`config.mk`:
```
export PLATFORM = sky130hd
export DESIGN_NAME = queued_mutex_unit
export DESIGN_NICKNAME = d
export VERILOG_FILES = /design/src/hw/rtl/qmu_pkg.sv /design/src/hw/rtl/qmu_ctrl.sv /design/src/hw/rtl/qmu_dpath.sv /design/src/hw/rtl/queued_mutex_unit.sv
export SDC_FILE = /design/constraint.sdc
export NUM_CORES = 1
export LEC_CHECK = 0
export ABC_AREA = 1
export BUFFER_PORTS_ARGS = -buffer_cell sky130_fd_sc_hd__buf_2
export CORE_ASPECT_RATIO = 0.7
export CORE_MARGIN = 3
export CORE_UTILIZATION = 50
export DETAILED_ROUTE_END_ITERATION = 6
export PLACE_DENSITY_LB_ADDON = 0.05
export SLEW_MARGIN = 15
export SYNTH_ARGS = -nofsm -noshare
export SYNTH_HDL_FRONTEND = slang
export SYNTH_SLANG_ARGS = --single-unit
```
`constraint.sdc`:
```
create_clock -name clk -period 6.6 [get_ports clk]
set_input_delay 0.66 -clock clk [delete_from_list [all_inputs] [get_ports clk]]
set_output_delay 0.66 -clock clk [all_outputs]
set_load 0.02 [all_outputs]
```
`src/hw/rtl/qmu_pkg.sv`:
```
`default_nettype none
// ----------------------------------------------------------------------------
// qmu_pkg
// Shared types and codes for the queued mutex unit: request codes, result
// status codes, controller states and the controller/datapath interface.
// ----------------------------------------------------------------------------
package qmu_pkg;

	// field widths fixed by the item format
	localparam int OP_W     = 2;
	localparam int ID_W     = 8;
	localparam int STATUS_W = 3;
	localparam int WAIT_W   = 5;

	// request codes; bit 1 set always means unlock
	localparam logic [OP_W-1:0] OP_LOCK    = 2'd0;
	localparam logic [OP_W-1:0] OP_TRYLOCK = 2'd1;
	localparam logic [OP_W-1:0] OP_UNLOCK  = 2'd2;
	localparam int              OP_UNLOCK_BIT = 1;

	// result status codes
	typedef enum logic [STATUS_W-1:0] {
		ST_ACQUIRED   = 3'd0,
		ST_QUEUED     = 3'd1,
		ST_TRY_BUSY   = 3'd2,
		ST_RELEASED   = 3'd3,
		ST_NOT_HOLDER = 3'd4,
		ST_NOT_LOCKED = 3'd5,
		ST_QUEUE_FULL = 3'd6
	} qmu_status_t;

	// controller states
	typedef enum logic {
		S_IDLE,
		S_EXEC
	} qmu_state_t;

	// controller -> datapath
	typedef struct packed {
		logic capture;   // latch the incoming request
		logic execute;   // apply the request and load the result register
	} qmu_cmd_t;

	// datapath -> controller
	typedef struct packed {
		logic out_free;  // result register can take a new result this cycle
	} qmu_stat_t;

endpackage : qmu_pkg
`default_nettype wire

```
`src/hw/rtl/qmu_ctrl.sv`:
```
`default_nettype none
// ----------------------------------------------------------------------------
// qmu_ctrl
// Request sequencer: takes one request, waits for the result register to be
// free, then has the datapath apply the request.
// ----------------------------------------------------------------------------
module qmu_ctrl (
	input  wire logic              clk,
	input  wire logic              arst_n,
	input  wire logic              in_valid,
	output logic                   in_ready,
	input  wire qmu_pkg::qmu_stat_t stat,
	output qmu_pkg::qmu_cmd_t      cmd
);

	qmu_pkg::qmu_state_t state_q;
	qmu_pkg::qmu_state_t state_d;

	// state register
	always_ff @(posedge clk or negedge arst_n) begin
		if (!arst_n) begin
			state_q <= qmu_pkg::S_IDLE;
		end else begin
			state_q <= state_d;
		end
	end

	// next state
	always_comb begin
		state_d = state_q;
		case (state_q)
			qmu_pkg::S_IDLE: begin
				if (in_valid) begin
					state_d = qmu_pkg::S_EXEC;
				end
			end
			qmu_pkg::S_EXEC: begin
				if (stat.out_free) begin
					state_d = qmu_pkg::S_IDLE;
				end
			end
			default: begin
				state_d = qmu_pkg::S_IDLE;
			end
		endcase
	end

	// outputs
	always_comb begin
		in_ready    = 1'b0;
		cmd.capture = 1'b0;
		cmd.execute = 1'b0;
		case (state_q)
			qmu_pkg::S_IDLE: begin
				in_ready    = 1'b1;
				cmd.capture = in_valid;
			end
			qmu_pkg::S_EXEC: begin
				cmd.execute = stat.out_free;
			end
			default: begin
				in_ready = 1'b0;
			end
		endcase
	end

endmodule : qmu_ctrl
`default_nettype wire

```
`src/hw/rtl/qmu_dpath.sv`:
```
`default_nettype none
// ----------------------------------------------------------------------------
// qmu_dpath
// Mutex state, waiter queue memory with head/tail pointers and count, and
// the result register on the output side.
// ----------------------------------------------------------------------------
module qmu_dpath #(
	parameter int MAX_WAITERS = 16
) (
	input  wire logic                           clk,
	input  wire logic                           arst_n,
	input  wire qmu_pkg::qmu_cmd_t              cmd,
	output qmu_pkg::qmu_stat_t                  stat,
	input  wire logic [qmu_pkg::OP_W-1:0]       in_op,
	input  wire logic [qmu_pkg::ID_W-1:0]       in_pid,
	output logic                                out_valid,
	input  wire logic                           out_ready,
	output logic [qmu_pkg::STATUS_W-1:0]        out_status,
	output logic                                out_handoff_valid,
	output logic [qmu_pkg::ID_W-1:0]            out_handoff_id,
	output logic                                out_locked,
	output logic [qmu_pkg::ID_W-1:0]            out_holder,
	output logic [qmu_pkg::WAIT_W-1:0]          out_waiters
);

	localparam int PTR_W = (MAX_WAITERS > 1) ? $clog2(MAX_WAITERS) : 1;
	localparam int CNT_W = $clog2(MAX_WAITERS + 1);
	localparam logic [PTR_W-1:0] LAST_SLOT = PTR_W'(MAX_WAITERS - 1);
	localparam logic [CNT_W-1:0] FULL_CNT  = CNT_W'(MAX_WAITERS);

	// latched request
	logic [qmu_pkg::OP_W-1:0] op_q;
	logic [qmu_pkg::ID_W-1:0] pid_q;

	// mutex and queue state
	logic                     held_q;
	logic [qmu_pkg::ID_W-1:0] holder_q;
	logic [PTR_W-1:0]         head_q;
	logic [PTR_W-1:0]         tail_q;
	logic [CNT_W-1:0]         count_q;

	// waiter memory
	logic [qmu_pkg::ID_W-1:0] wait_mem [MAX_WAITERS];
	logic [qmu_pkg::ID_W-1:0] head_rd_q;

	// next values
	logic                     held_d;
	logic [qmu_pkg::ID_W-1:0] holder_d;
	logic [PTR_W-1:0]         head_d;
	logic [PTR_W-1:0]         tail_d;
	logic [CNT_W-1:0]         count_d;
	logic                     push;
	qmu_pkg::qmu_status_t     status_d;
	logic                     hv_d;
	logic [qmu_pkg::ID_W-1:0] hid_d;
	logic [CNT_W+qmu_pkg::WAIT_W-1:0] count_ext;

	// request capture
	always_ff @(posedge clk) begin
		if (cmd.capture) begin
			op_q  <= in_op;
			pid_q <= in_pid;
		end
	end

	// queue memory: write at tail, registered read at head
	always_ff @(posedge clk) begin
		if (cmd.execute && push) begin
			wait_mem[tail_q] <= pid_q;
		end
		head_rd_q <= wait_mem[head_q];
	end

	// request decode and next state
	always_comb begin
		held_d   = held_q;
		holder_d = holder_q;
		head_d   = head_q;
		tail_d   = tail_q;
		count_d  = count_q;
		push     = 1'b0;
		hv_d     = 1'b0;
		hid_d    = '0;
		status_d = qmu_pkg::ST_ACQUIRED;
		if (op_q[qmu_pkg::OP_UNLOCK_BIT]) begin
			if (!held_q) begin
				status_d = qmu_pkg::ST_NOT_LOCKED;
			end else if (holder_q != pid_q) begin
				status_d = qmu_pkg::ST_NOT_HOLDER;
			end else begin
				status_d = qmu_pkg::ST_RELEASED;
				if (count_q != '0) begin
					// hand over to the oldest waiter
					holder_d = head_rd_q;
					head_d   = (head_q == LAST_SLOT) ? '0 : head_q + 1'b1;
					count_d  = count_q - 1'b1;
					hv_d     = 1'b1;
					hid_d    = head_rd_q;
				end else begin
					held_d   = 1'b0;
					holder_d = '0;
				end
			end
		end else if (!held_q) begin
			held_d   = 1'b1;
			holder_d = pid_q;
			status_d = qmu_pkg::ST_ACQUIRED;
		end else if (op_q == qmu_pkg::OP_TRYLOCK) begin
			status_d = qmu_pkg::ST_TRY_BUSY;
		end else if (count_q == FULL_CNT) begin
			status_d = qmu_pkg::ST_QUEUE_FULL;
		end else begin
			push     = 1'b1;
			tail_d   = (tail_q == LAST_SLOT) ? '0 : tail_q + 1'b1;
			count_d  = count_q + 1'b1;
			status_d = qmu_pkg::ST_QUEUED;
		end
	end

	// mutex state registers
	always_ff @(posedge clk or negedge arst_n) begin
		if (!arst_n) begin
			held_q   <= 1'b0;
			holder_q <= '0;
			head_q   <= '0;
			tail_q   <= '0;
			count_q  <= '0;
		end else if (cmd.execute) begin
			held_q   <= held_d;
			holder_q <= holder_d;
			head_q   <= head_d;
			tail_q   <= tail_d;
			count_q  <= count_d;
		end
	end

	assign count_ext = {{qmu_pkg::WAIT_W{1'b0}}, count_d};

	// result register valid
	always_ff @(posedge clk or negedge arst_n) begin
		if (!arst_n) begin
			out_valid <= 1'b0;
		end else if (cmd.execute) begin
			out_valid <= 1'b1;
		end else if (out_ready) begin
			out_valid <= 1'b0;
		end
	end

	// result register payload
	always_ff @(posedge clk) begin
		if (cmd.execute) begin
			out_status        <= status_d;
			out_handoff_valid <= hv_d;
			out_handoff_id    <= hid_d;
			out_locked        <= held_d;
			out_holder        <= held_d ? holder_d : '0;
			out_waiters       <= count_ext[qmu_pkg::WAIT_W-1:0];
		end
	end

	assign stat.out_free = !out_valid || out_ready;

endmodule : qmu_dpath
`default_nettype wire

```
`src/hw/rtl/queued_mutex_unit.sv`:
```
`default_nettype none
// ----------------------------------------------------------------------------
// queued_mutex_unit
// Hardware mutex with a FIFO of waiting process IDs: lock, trylock and
// unlock requests, each answered by one result item.
// ----------------------------------------------------------------------------
//  channel   | dir | tdata                                    | tuser
//  s_axis    | in  | [7:0] process_id                         | [1:0] operation
//  m_axis    | out | status, handoff_valid, handoff_id,       | -
//            |     | locked_now, holder_now, waiters_now      |
//
//  Each item has a capture step, then an execute step that reads the head of
//  the waiter memory through its registered read port, before the next is taken.
//  The execute step waits while the result register is full and not taken;
//  the result register lets the next item be accepted while a result waits.
//  Reset clears mutex state and queue pointers; the waiter memory is not
//  cleared and its read data is only used when the count is nonzero.
// ----------------------------------------------------------------------------
module queued_mutex_unit #(
	parameter int MAX_WAITERS = 16
) (
	input  wire logic        clk,
	input  wire logic        arst_n,
	input  wire logic        s_axis_tvalid,
	output logic             s_axis_tready,
	input  wire logic [7:0]  s_axis_tdata,   // [7:0] process_id
	input  wire logic [1:0]  s_axis_tuser,   // [1:0] operation
	output logic             m_axis_tvalid,
	input  wire logic        m_axis_tready,
	output logic [31:0]      m_axis_tdata    // [2:0] status, [3] handoff_valid,
	                                          // [11:4] handoff_id, [12] locked_now,
	                                          // [20:13] holder_now, [25:21] waiters_now
);

	qmu_pkg::qmu_cmd_t  cmd;
	qmu_pkg::qmu_stat_t stat;

	logic [qmu_pkg::STATUS_W-1:0] res_status;
	logic                         res_hv;
	logic [qmu_pkg::ID_W-1:0]     res_hid;
	logic                         res_locked;
	logic [qmu_pkg::ID_W-1:0]     res_holder;
	logic [qmu_pkg::WAIT_W-1:0]   res_waiters;

	qmu_ctrl u_ctrl (
		.clk      (clk),
		.arst_n   (arst_n),
		.in_valid (s_axis_tvalid),
		.in_ready (s_axis_tready),
		.stat     (stat),
		.cmd      (cmd)
	);

	qmu_dpath #(
		.MAX_WAITERS (MAX_WAITERS)
	) u_dpath (
		.clk               (clk),
		.arst_n            (arst_n),
		.cmd               (cmd),
		.stat              (stat),
		.in_op             (s_axis_tuser),
		.in_pid            (s_axis_tdata),
		.out_valid         (m_axis_tvalid),
		.out_ready         (m_axis_tready),
		.out_status        (res_status),
		.out_handoff_valid (res_hv),
		.out_handoff_id    (res_hid),
		.out_locked        (res_locked),
		.out_holder        (res_holder),
		.out_waiters       (res_waiters)
	);

	// pack result fields, highest first
	assign m_axis_tdata = {6'd0, res_waiters, res_holder, res_locked,
		res_hid, res_hv, res_status};

endmodule : queued_mutex_unit
`default_nettype wire

```
After elaboration in Yosys (flattened, before gate mapping):

Memories as Yosys holds them, arrays and structs flattened. A register that Yosys moved wholly into a read port is not among the register bits.
Cells that the tools add are included.

* logic and storage cells: 77
* memories kept: 1
* input port bits: 14
* output and inout bits: 34
* flip-flop bits (word level): 60
* RAM bits: 128

* $add $sub $neg: 4
* reductions and logical operators: 8
* bitwise logic cells: 6
* muxes and demuxes: 38
* equal/unequal tests: 5

Memories
* u_dpath.wait_mem: words 16, bits a word 8, rd ports 1, clocked after Yosys merged registers in 1, write ports 1, RTL line qmu_dpath.sv:43 `logic [qmu_pkg::ID_W-1:0] wait_mem [MAX_WAITERS];`

Operator list (number)
* $mux 8: 5
* $mux 5: 7
* $mux 3: 6
* $mux 1: 17
* $reduce_and 5->1: 2
* $add 4x1->4 const B: 2
* $eq 4x4->1 const B: 2
* $mux 4: 2
* $ne 8x8->1: 1
* $not 1->1: 6
* $add 5x1->5 const B: 1
* $eq 5x5->1 const B: 1
* $reduce_bool 5->1: 1
* $sub 5x1->5 const B: 1
* $reduce_or 3->1: 1
* $eq 2x1->1 const B: 1
* $pmux 1 s2: 1
* $reduce_bool 2->1: 1
* $logic_and 1x1->1: 1
* $logic_not 1->1: 1
* $logic_or 1x1->1: 1

Logic depth before layout (Yosys ltp):

* depth in word-level cells: 8
* mapped depth: 13
* mapped depth without buffers: 13

Cells and area by module:

Synthesis repeated with hierarchy kept, for this count alone.

* cells, all modules: 764
* area total of the unflattened synthesis: 8501.9 um^2

By module, submodules not included
* qmu_dpath: seq. area each 5660.4 um^2, cells each 746, area an instance 8378.0 um^2, times used 1
* queued_mutex_unit: seq. area each 0.0 um^2, cells each 9, area an instance 63.8 um^2, times used 1
* qmu_ctrl: seq. area each 25.0 um^2, cells each 9, area an instance 60.1 um^2, times used 1

Worst setup path before layout:

Ideal clock, no wire load.

* path kind: reg-to-reg
* from: register u_dpath.count_q[0]
* to: memory u_dpath.wait_mem[0][0] (netlist name), enable pin
* stages on the path, launching flop included: 12
* path slack: 4.494 ns
* setup time: 0.370 ns
* clock period less this slack: 2.106 ns
* arrival time: 1.735 ns
* data required time: 6.230 ns
* cell sequence: dfrtp_1 inv_1 ha_1 nand3_2 inv_2 nand2_1 nand2_1 inv_2 nand2_2 nor2_8 nand2_1 nor2_1

* cells in the longest elaborated chain, start to end: 8

Ends and longest elaborated chain
* start: declaration: RTL line qmu_dpath.sv:40 `logic [CNT_W-1:0] count_q;`
* start signal: assignment: RTL line qmu_dpath.sv:133 `count_q <= count_d;`
* $eq 5x5->1: RTL line qmu_dpath.sv:110 `end else if (count_q == FULL_CNT) begin`
* $mux 1: RTL line qmu_dpath.sv:110
* $mux 1: RTL line qmu_dpath.sv:108 `end else if (op_q == qmu_pkg::OP_TRYLOCK) begin`
* $mux 1: RTL line qmu_dpath.sv:104 `end else if (!held_q) begin`
* $mux 1: RTL line qmu_dpath.sv:85 `if (op_q[qmu_pkg::OP_UNLOCK_BIT]) begin`
* $logic_and 1x1->1: RTL line qmu_dpath.sv:68 `if (cmd.execute && push) begin`
* $mux 1: RTL line qmu_dpath.sv:68
* $mux 1 (not written as such): RTL line qmu_dpath.sv:69 `wait_mem[tail_q] <= pid_q;`
* end: declaration: RTL line qmu_dpath.sv:43

No other way between the ends.

Worst setup path after layout:

* from: register u_dpath.op_q[1] (netlist name)
* to: memory u_dpath.wait_mem[0][7] (netlist name), enable pin

* cells in the longest elaborated chain, start to end: 7

Ends and longest elaborated chain
* start: declaration: RTL line qmu_dpath.sv:32 `logic [qmu_pkg::OP_W-1:0] op_q;`
* start signal: assignment: RTL line qmu_dpath.sv:61 `op_q <= in_op;`
* $eq 2x1->1: RTL line qmu_dpath.sv:108
* $mux 1: RTL line qmu_dpath.sv:108
* $mux 1: RTL line qmu_dpath.sv:104
* $mux 1 *: RTL line qmu_dpath.sv:85
* $logic_and 1x1->1 *: RTL line qmu_dpath.sv:68
* $mux 1 *: RTL line qmu_dpath.sv:68
* $mux 1 (not written as such) *: RTL line qmu_dpath.sv:69

Every way passes the cells marked *; elsewhere a longest branch is shown, timed or not.

==> impl_metrics.csv <==
group,metric,value,unit
routing,vias,5554,
power,power_density,389.6,mW/mm2
die,die_w,160.8,um
cts,cts_buffers,17,
setup_path,worstPathMaxFanout,25,
routing,wirelength,19230,um
synthesis,ys_seq_area_share,67.81,%
placement,dp_hpwl,12860,um
setup_path,worstSetupEndpointType,"flop",
die,fp-row-count,38,
final_layout,area_growth,10.51,%
synthesis,async_flop_share,12.24,%
sta,report.final.slew_viol_count,0,
setup_path,crit_top_cell,"nand2_1",
setup_path,max_stage_delay,1000,ps
sta,slew_headroom,27.65,%
cts,cts_resized,0,
cts,post_cts_buffers,0,
synthesis,synth_compound_area_share,8.491,%
sta,setup_violations,0,
final_layout,drive_above_1_share,14.25,%
grt,grt_usage,21.94,%
sta,hold_viol_final,0,
placement,portBuffers,41,
synthesis,synth_cells,748,
routing,drc,0,
cts,root_buffer,"clkbuf_16",
power,p_sw_share,34.40,%
die,fp.dieH,114.3,um
grt,grt_max_degree,67,
run_status,status,"complete, no violations",
setup_path,crit_chain,"nor2_2 -> inv_1 -> nand2_1 -> inv_2 -> nand2_2 -> nor2_8 -> nand2_1 -> nor2_1",
cts,clock_latency,440,ps
grt,grt_pass1_vias,5080,
final_layout,seq_area,0.005687,mm2
sta,finalClockSkew,9.891,ps
synthesis,synth_edf_count,164,
routing,wl_met3,1751,um
setup_path,required,6660,ps
setup_path,critical_path.top_delay_family,"simple AND/OR/NAND/NOR gates",
synthesis,synth_flop_cell,"edfxtp_1",
sta,post-route-min-period,3064,ps
grt,antenna_found_initial,0,
routing,top_layer_used,"met4",
die,pin_count,48,
die,core,0.01593,mm2
setup_path,cp_num_buf_inv,2,
job,maxCapViolCount,0,
routing,wl_met2,7695,um
routing,ant_nets,0,
power,power_frac_comb,24.0,%
cts,cts_tree,"yes",
final_layout,multi_input_area,0.002242,mm2
synthesis,synth_xor_area_share,0.4178,%
cts,clkTransAtPathRegs,70,ps
min_path,min-delay-path-class,"input pin to asynchronous set/reset pin",
final_layout,final_cell_mix,"nand2_1, edfxtp_1, nor2_1, o21ai_0, inv_1",
sta,fin_tns_setup,0,ps
final_layout,diodes,0,
final_layout,nFillCells,1309,
sta,rsz0062_at_grt,"false",
routing,post_drt_wl_per_cell,18.98,um
power,p_switching,1.242,mW
synthesis,synth_top_family_by_area,"simple AND/OR/NAND/NOR gates",
sta,setup_ws,3536,ps
synthesis,synth-seq-cells,196,
synthesis,synthAdderAreaFrac,1.045,%
grt,gr-total-overflow,0,
sta,tightest_slew,1085,ps
power,power.internal,2.368,mW
synthesis,syn-mean-instance-area,11.21,um2
power,leakage,3.628,nW
setup_path,cp_slowest_cell,"edfxtp_1",
cts,cts.htree.levels,4,
cts,clock_sinks,196,
synthesis,synth_cell_types,43,
synthesis,synth.mux.area_fraction,0,%
cts,ctsHoldBuffers,0,
routing,met1Wirelength,9536,um
setup_path,arrival,3130,ps
routing,firstDrtPassIters,5,
placement,globalplace.congestion,0.8635,
sta,fmax,0.3264,GHz
die,dieArea,0.01838,mm2
setup_path,critPathLaunchType,"flop",
power,seq_power_share,48.7,%
synthesis,synthSimpleGateAreaFrac,16.52,%
cts,cts_buffer_depth,2,
die,initial_core_util,52.64,%
setup_path,path_class,"flop to flop",
power,power,3.610,mW
synthesis,synthesis.area,0.008384,mm2
power,peakVddDrop,0.0002237,V
final_layout,fin_nets,801,
sta,fin_crit_sh,46.43,%
final_layout,fin_util,58.17,%
placement,pre_cts_ws,3585,ps
routing,vias_per_cell,5.483,
grt,grt_pass1_wl,29840,um
routing,drtIter0Drc,669,
synthesis,yosysWarnings,0,
final_layout,layout_commonest_cell,"nand2_1",
power,power.share.clock,27.4,%
[sequential cells by signal (all words and copies together) (netlist names), 2 cells and up]
signal,flops
u_dpath.wait_mem,128
u_dpath.head_rd_q,8
u_dpath.holder_q,8
u_dpath.out_handoff_id,8
u_dpath.out_holder,8
u_dpath.pid_q,8
u_dpath.count_q,5
u_dpath.out_waiters,5
u_dpath.head_q,4
u_dpath.tail_q,4
u_dpath.out_status,3
u_dpath.op_q,2
[logic make-up (layout without fill, tap and decap cells)]
logic type | count (synthesis) | in the layout
AOI/OAI and AO/OA | 122 | 122
DFF | 196 | 196
xor gates and xnor gates | 4 | 4
buffers and inverters | 105 | 145
other | 1 | 6
and+or+nand+nor | 313 | 313
adders and majority gates | 7 | 7
[synthesized netlist by cell type (3+ instances only)]
| cell | count | area [um2] |
|---|---|---|
| a21oi_1 | 25 | 125.1 |
| a221oi_1 | 9 | 78.83 |
| a31oi_1 | 3 | 18.77 |
| buf_2 | 7 | 35.03 |
| buf_4 | 11 | 82.58 |
| clkbuf_1 | 15 | 56.30 |
| dfrtp_1 | 24 | 600.6 |
| dfxtp_1 | 8 | 160.2 |
| edfxtp_1 | 164 | 4925 |
| ha_1 | 7 | 87.58 |
| inv_1 | 57 | 214.0 |
| inv_2 | 8 | 30.03 |
| nand2_1 | 174 | 653.1 |
| nand2_2 | 7 | 43.79 |
| nand3_1 | 41 | 205.2 |
| nand3_2 | 9 | 90.09 |
| nand4_1 | 8 | 50.05 |
| nor2_1 | 63 | 236.5 |
| nor2_2 | 3 | 18.77 |
| nor3_1 | 3 | 15.01 |
| o211ai_1 | 5 | 37.54 |
| o21ai_0 | 58 | 290.3 |
| o221ai_1 | 5 | 43.79 |
| o22ai_1 | 11 | 68.82 |
| xor2_1 | 3 | 26.28 |
[layer usage]
layer  vias up  global-route usage, %
met5         -                      0
met4         0                  6.074
met3        20                  6.182
met2       225                  28.58
met1      2673                  35.50
li1       2636                      -
[worst paths after layout]
| path | slack [ps] | depth (start not counted) | endpoint | startpoint |
|---|---|---|---|---|
| worst min-delay path | 240 | 1 | u_dpath.holder_q[4] | arst_n |
| max in group asynchronous | 5890 | 1 | u_dpath.head_q[0] | arst_n |
| min in group clk | 390 | 1 | u_dpath.op_q[0] | s_axis_tuser[0] |
| worst max register to register | 3540 | 8 | u_dpath.wait_mem[0][7] | u_dpath.op_q[1] |
| worst min register to register | 520 | 2 | u_dpath.out_valid | u_ctrl.state_q |
| worst max-delay path | 3540 | 8 | u_dpath.wait_mem[0][7] | u_dpath.op_q[1] |
[power by group through the flow]
stage	Clock, mW	Combinational (mW)	Sequential, mW
after global routing	1.05	0.979	1.78
after CTS	1.00	0.872	1.76
after detailed placement	0	0.871	1.78
after floorplan	0	0.605	1.76
after global placement	0	0.854	1.77
final	0.987	0.865	1.76
[worst register-to-register path, delay by kind of cell, from the launching register on]
kind,cells,cell delay (ps)
buffers and inverters,2,220
DFF,1,1000
and+or+nand+nor,6,1470
[area by class of cell]
type | count | area share (%)
inverter | 66 | 2.687
timing repair buffer | 47 | 2.701
clock buffer | 21 | 4.970
multi-input combinational | 452 | 24.20
sequential | 196 | 61.38
clock inverter | 11 | 1.094
tap | 220 | 2.971
[per-stage QoR]
stage / hold slack (ps) / area, um2 / std cells
floorplan: 364.4 / 8403 / 753
global placement: 474.5 / 8703 / 981
detailed placement: 504.2 / 8703 / 981
CTS: 257.7 / 9265 / 1013
global route: 285.3 / 9265 / 1013
finish: 241.3 / 9265 / 1013
Power figures use the tool's default switching activity.
